## src/tcas_pkg.sv

```systemverilog
package tcas_pkg;

  localparam int MAX_COLS = 128;
  localparam int MAX_ROWS = 128;
  localparam int COL_W    = $clog2(MAX_COLS);
  localparam int ROW_W    = $clog2(MAX_ROWS);
  localparam int ADDR_W   = COL_W + ROW_W;
  localparam int CELLS    = MAX_COLS * MAX_ROWS;
  localparam int CFG_W    = 8;
  localparam int LVL_W    = 17;
  localparam int SUM_W    = LVL_W + 2;

  localparam logic [LVL_W-1:0] LEVEL_ONE  = LVL_W'(65536);
  localparam logic [LVL_W-1:0] LEVEL_HALF = LVL_W'(32768);
  localparam logic [CFG_W-1:0] GRID_RESET = CFG_W'(100);

  typedef enum logic [1:0] {
    REQ_WRITE = 2'd0,
    REQ_READ  = 2'd1,
    REQ_STEP  = 2'd2
  } req_t;

  typedef enum logic [1:0] {
    RD_HOST,
    RD_CL,
    RD_RU,
    RD_D
  } rd_sel_t;

  typedef enum logic [1:0] {
    WR_NONE,
    WR_HOST,
    WR_CELL,
    WR_COPY
  } wr_sel_t;

  typedef enum logic [1:0] {
    RES_NONE,
    RES_ZERO,
    RES_READ,
    RES_STEP
  } res_sel_t;

  typedef struct packed {
    logic     load_req;
    rd_sel_t  rd_sel;
    logic     cap_first;
    logic     cap_second;
    logic     cap_down;
    logic     cap_diff;
    wr_sel_t  wr_sel;
    logic     advance;
    logic     flip;
    res_sel_t res_sel;
  } tcas_cmd_t;

  typedef struct packed {
    logic active;
    logic last;
  } tcas_stat_t;

endpackage

```

## src/tcas_ctrl.sv

```systemverilog
module tcas_ctrl
  import tcas_pkg::*;
(
  input  logic       clk,
  input  logic       rst_n,
  input  logic       start,
  input  logic [1:0] in_req_type,
  input  tcas_stat_t stat,
  output tcas_cmd_t  cmd,
  output logic       busy,
  output logic       out_valid
);

  typedef enum logic [3:0] {
    S_IDLE,
    S_WRITE,
    S_READ,
    S_RDATA,
    S_RD0,
    S_RD1,
    S_RD2,
    S_AVG,
    S_DIF,
    S_WR,
    S_CPY,
    S_DONE
  } state_t;

  state_t state_r, state_nxt;
  logic   out_valid_r, out_valid_nxt;
  logic   accept;

  assign busy      = (state_r != S_IDLE);
  assign out_valid = out_valid_r;
  assign accept    = start && !busy;

  always_comb begin
    state_nxt     = state_r;
    out_valid_nxt = 1'b0;
    cmd           = '0;
    cmd.rd_sel    = RD_HOST;
    cmd.wr_sel    = WR_NONE;
    cmd.res_sel   = RES_NONE;
    unique case (state_r)
      S_IDLE: begin
        if (accept) begin
          cmd.load_req = 1'b1;
          unique case (in_req_type)
            REQ_WRITE: state_nxt = S_WRITE;
            REQ_READ:  state_nxt = S_READ;
            REQ_STEP:  state_nxt = S_RD0;
            default: begin
              // An unknown request answers at once with an all-zero result.
              cmd.res_sel   = RES_ZERO;
              out_valid_nxt = 1'b1;
            end
          endcase
        end
      end
      S_WRITE: begin
        cmd.wr_sel    = WR_HOST;
        cmd.res_sel   = RES_ZERO;
        out_valid_nxt = 1'b1;
        state_nxt     = S_IDLE;
      end
      S_READ: begin
        cmd.rd_sel = RD_HOST;
        state_nxt  = S_RDATA;
      end
      S_RDATA: begin
        cmd.res_sel   = RES_READ;
        out_valid_nxt = 1'b1;
        state_nxt     = S_IDLE;
      end
      S_RD0: begin
        cmd.rd_sel = RD_CL;
        state_nxt  = stat.active ? S_RD1 : S_CPY;
      end
      S_RD1: begin
        cmd.rd_sel    = RD_RU;
        cmd.cap_first = 1'b1;
        state_nxt     = S_RD2;
      end
      S_RD2: begin
        cmd.rd_sel     = RD_D;
        cmd.cap_second = 1'b1;
        state_nxt      = S_AVG;
      end
      S_AVG: begin
        cmd.cap_down = 1'b1;
        state_nxt    = S_DIF;
      end
      S_DIF: begin
        cmd.cap_diff = 1'b1;
        state_nxt    = S_WR;
      end
      S_WR, S_CPY: begin
        cmd.wr_sel = (state_r == S_WR) ? WR_CELL : WR_COPY;
        if (stat.last) begin
          state_nxt = S_DONE;
        end else begin
          cmd.advance = 1'b1;
          state_nxt   = S_RD0;
        end
      end
      S_DONE: begin
        cmd.flip      = 1'b1;
        cmd.res_sel   = RES_STEP;
        out_valid_nxt = 1'b1;
        state_nxt     = S_IDLE;
      end
      default: state_nxt = S_IDLE;
    endcase
  end

  always_ff @(posedge clk) begin
    if (!rst_n) begin
      state_r     <= S_IDLE;
      out_valid_r <= 1'b0;
    end else begin
      state_r     <= state_nxt;
      out_valid_r <= out_valid_nxt;
    end
  end

endmodule

```

## config.mk

```make
export PLATFORM = sky130hd
export DESIGN_NAME = tcas_ctrl
export DESIGN_NICKNAME = d
export VERILOG_FILES = /design/src/tcas_pkg.sv /design/src/tcas_ctrl.sv
export SDC_FILE = /design/constraint.sdc
export NUM_CORES = 1
export LEC_CHECK = 0
export ABC_AREA = 1
export BUFFER_PORTS_ARGS = -buffer_cell sky130_fd_sc_hd__buf_2
export CELL_PAD_IN_SITES_DETAIL_PLACEMENT = 1
export CELL_PAD_IN_SITES_GLOBAL_PLACEMENT = 2
export CORE_ASPECT_RATIO = 1.25
export CORE_MARGIN = 2
export CORE_UTILIZATION = 26
export CTS_BUF_LIST = sky130_fd_sc_hd__clkbuf_4 sky130_fd_sc_hd__clkbuf_8
export DETAILED_ROUTE_END_ITERATION = 10
export PLACE_DENSITY_LB_ADDON = 0.05
export REMOVE_ABC_BUFFERS = 1
export SLEW_MARGIN = 20
export SYNTH_ARGS = -nofsm -noshare
export SYNTH_HDL_FRONTEND = slang
export SYNTH_SLANG_ARGS = --single-unit
```

## constraint.sdc

```tcl
create_clock -name clk -period 2.25 [get_ports clk]
set_clock_uncertainty 0.1 [all_clocks]
set_input_delay 0.45 -clock clk [delete_from_list [all_inputs] [get_ports clk]]
set_output_delay 0.45 -clock clk [all_outputs]
set_load 0.02 [all_outputs]
```

==> summary.txt <==
Route
  – Average routed wire per standard cell: 11.4 microns
  – Drt first pass iters: 3
  – Via count: 582
  – Drt total wl: 1470 microns
  – Via/cell ratio: 4.51
  – DR DRC count: 0
  – Antenna-violating nets left: 0
  – DRT iter0 DRCs: 6

Cells and area
  – # nets final: between 100 and 150
  – Post-route cell area: 702 sq um
  – N_diodes: 0
  – Layout cell share with drive strength beyond 1: 0.376
  – Synthesis-to-layout area growth: 29.6%

Floorplan
  – Core area: 0.00198 sq mm
  – Number of core rows: 18
  – Initial Util: 0.273
  – Die footprint: 0.00247 sq mm
  – Die height: 55.0 microns
  – Die Wd: roughly 45 microns
  – I/O pin total: 22

CTS
  – Clock tree sinks: 5
  – Post-CTS Setup Bufs: 0
  – Clock latency on the worst-skew pair: 0.25 ns
  – Hold-fix buffers, CTS: 0
  – H-tree levels: 1
  – CTS Buf Count: 3
  – Post-CTS resize count: 0
  – Clk pin slew, worst setup/hold paths: 0.04 ns
  – TritonCTS clock tree: yes
  – CTS max path bufs: 2
  – CTS Root Cell: clkbuf_4

Global route
  – Vias in the first global route: 560
  – First-pass GRT wire length: 2460 microns
  – GRT Util Overall: 0.142
  – Largest net degree at the start of global routing: 8
  – Initial antenna violation count: 0
  – Global route overflow: 0

STA
  – RSZ-0062 raised after global routing: false
  – Worst slew pin tran: 0.353 ns
  – Post-Route Setup TNS: 0 ns
  – Relative slew slack: 0.764
  – Final setup vio count: 0
  – Final hold viol count: 0
  – Period utilisation layout: 0.851
  – Max Clk Rate: 522 MHz
  – Min Tclk post-route: about 1.9 ns
  – Slew Limit Fails: 0

Worst hold path
  – Cell count of the worst hold path: 3
  – Hold crit path type: input pin to flop
  – Hold endpoint: out_valid$_SDFF_PN0_
  – Hold Path Origin: rst_n

Status
  – Status: complete, no violations

Setup path
  – CP required: approximately 1.7 ns
  – R2r endpoint: state_r[0]$_SDFFE_PN0P_
  – Max stage delay on crit path: 0.35 ns
  – Crit-path max FO: 5
  – FF-to-FF setup slack: 0.97 ns
  – Setup crit end kind: output port
  – RR Startpoint: state_r[0]$_SDFFE_PN0P_
  – R2R depth: 5
  – Startpoint type of the worst setup path: flop
  – Crit path DAT: 1.37 ns
  – CP Cell Sequence: inv_1, nand2_4, nor2_4, nand3_1, nand3_1, buf_2
  – Worst path most repeated cell: nand3_1
  – Slowest cell on crit path: dfxtp_1
  – WS Path Type: flop to output port

Placed design
  – Placed wire-length estimate: 1300 microns
  – Dpl cell area: ~670 sq um
  – Port bufs: 21
  – GPL Wtd Cong: 0.763

Yosys
  – Yosys cell types: 19
  – Cells after Synth: 84
  – Yosys warns: 0
  – Synth Area per Inst: approximately 6.4 sq um
  – Syn Std Cell Area: 542 sq um
  – Yosys reg bits: 5
  – Seq/Total Area, Yosys: 0.185

Power and ir drop
  – Pleak: 0.453 nW
  – VDD IR max: 0.300 mV
  – Pwr dens: 545 mW/mm^2

Flow run
  – Max Cap Viol: 0
-- flip-flops by register name, indices dropped and copies added (netlist names) --
name       cells
out_valid      1
state_r        4
-- cells by family (layout without fill, tap and decap cells) --
family                     count (synthesis)  count (layout)  share of synthesized area
AOI/OAI and AO/OA                          7               7                     0.0739
adders and majority gates                  6               6                      0.139
and+or+nand+nor                           47              47                      0.471
DFF                                        5               5                      0.185
buffers and inverters                     19              44                      0.132
-- area by class of cell --
type | instances | area, sq um
clock buffer | 4 | 30.0
inverter | 19 | 71.3
multi-input combinational | 60 | 370
fill | 281 | 1280
sequential | 5 | 100
timing repair buffer | 21 | 105
tap | 20 | 25.0
-- power by group --
group	internal, mW	switching, mW	leakage (nW)
combinational	0.0527	0.102	0.394
clock	0.0792	0.0393	0.0184
sequential	0.0968	0.0118	0.0407
total	0.229	0.154	0.453
-- worst max path at each step --
stage | from | to | slack [ns]
floorplan | state_r[2]$_SDFFE_PN0P_ | cmd[9] | 0.54
global placement | in_req_type[0] | cmd[0] | 0.57
detailed placement | in_req_type[0] | cmd[0] | 0.57
CTS | state_r[2]$_SDFFE_PN0P_ | cmd[0] | 0.30
global route | state_r[2]$_SDFFE_PN0P_ | cmd[9] | 0.21
finish | state_r[1]$_SDFFE_PN0P_ | cmd[0] | 0.33
-- metrics by stage --
step                       util  hold slack (ns)  setup WS (ns)  total power [mW]  instances
after floorplan               -            0.482          0.539             0.221         84
after global placement    0.339            0.591          0.570             0.269        125
after detailed placement  0.339            0.593          0.574             0.268        125
after CTS                 0.354            0.353          0.301             0.389        129
after global routing      0.354            0.371          0.210             0.414        129
final                     0.354            0.355          0.334             0.382        129
-- cells in the final DEF (no fill, tap or decap), drive strengths merged --
cell    netlist  routed
a21oi         2       2
dfxtp         5       5
clkbuf        0       4
o211ai        2       2
buf           0      21
nor3          2       2
nand2        15      15
o21ai         3       3
nand4         1       1
inv          19      19
nand3b        1       1
nor2         18      18
nand3        10      10
ha            6       6
-- cells in the mapped netlist --
cell	count	share of area
inv_1	14	0.097
nand2_1	13	0.090
nor2_1	11	0.076
nand3_1	8	0.074
ha_1	6	0.14
dfxtp_1	5	0.18
inv_2	5	0.035
nor2_4	4	0.083
nor2_2	3	0.035
a21oi_1	2	0.018
nand3_2	2	0.037
nor3_1	2	0.018
o211ai_1	2	0.028
o21ai_1	2	0.018
nand2_2	1	0.012
nand2_4	1	0.021
nand3b_1	1	0.014
nand4_1	1	0.012
o21ai_0	1	0.0092
-- routing by layer --
layer  wire length [microns]  part of all wire  vias to the layer above  GRT usage
li1                        -                 -                      310          -
met1                     624              0.43                      254      0.165
met2                     757              0.52                       16      0.251
met3                      80             0.054                        2     0.0487
met4                       6            0.0041                        0     0.0294
met5                       0                 0                        -          0
-- worst max-delay path, delay by kind of cell, from the launching register on --
kind                   cells  cell delay, ns
flip-flops                 1            0.35
AND/OR/NAND/NOR            4            0.42
buffers and inverters      2            0.34
No activity file was read; power rests on OpenSTA's default activity.
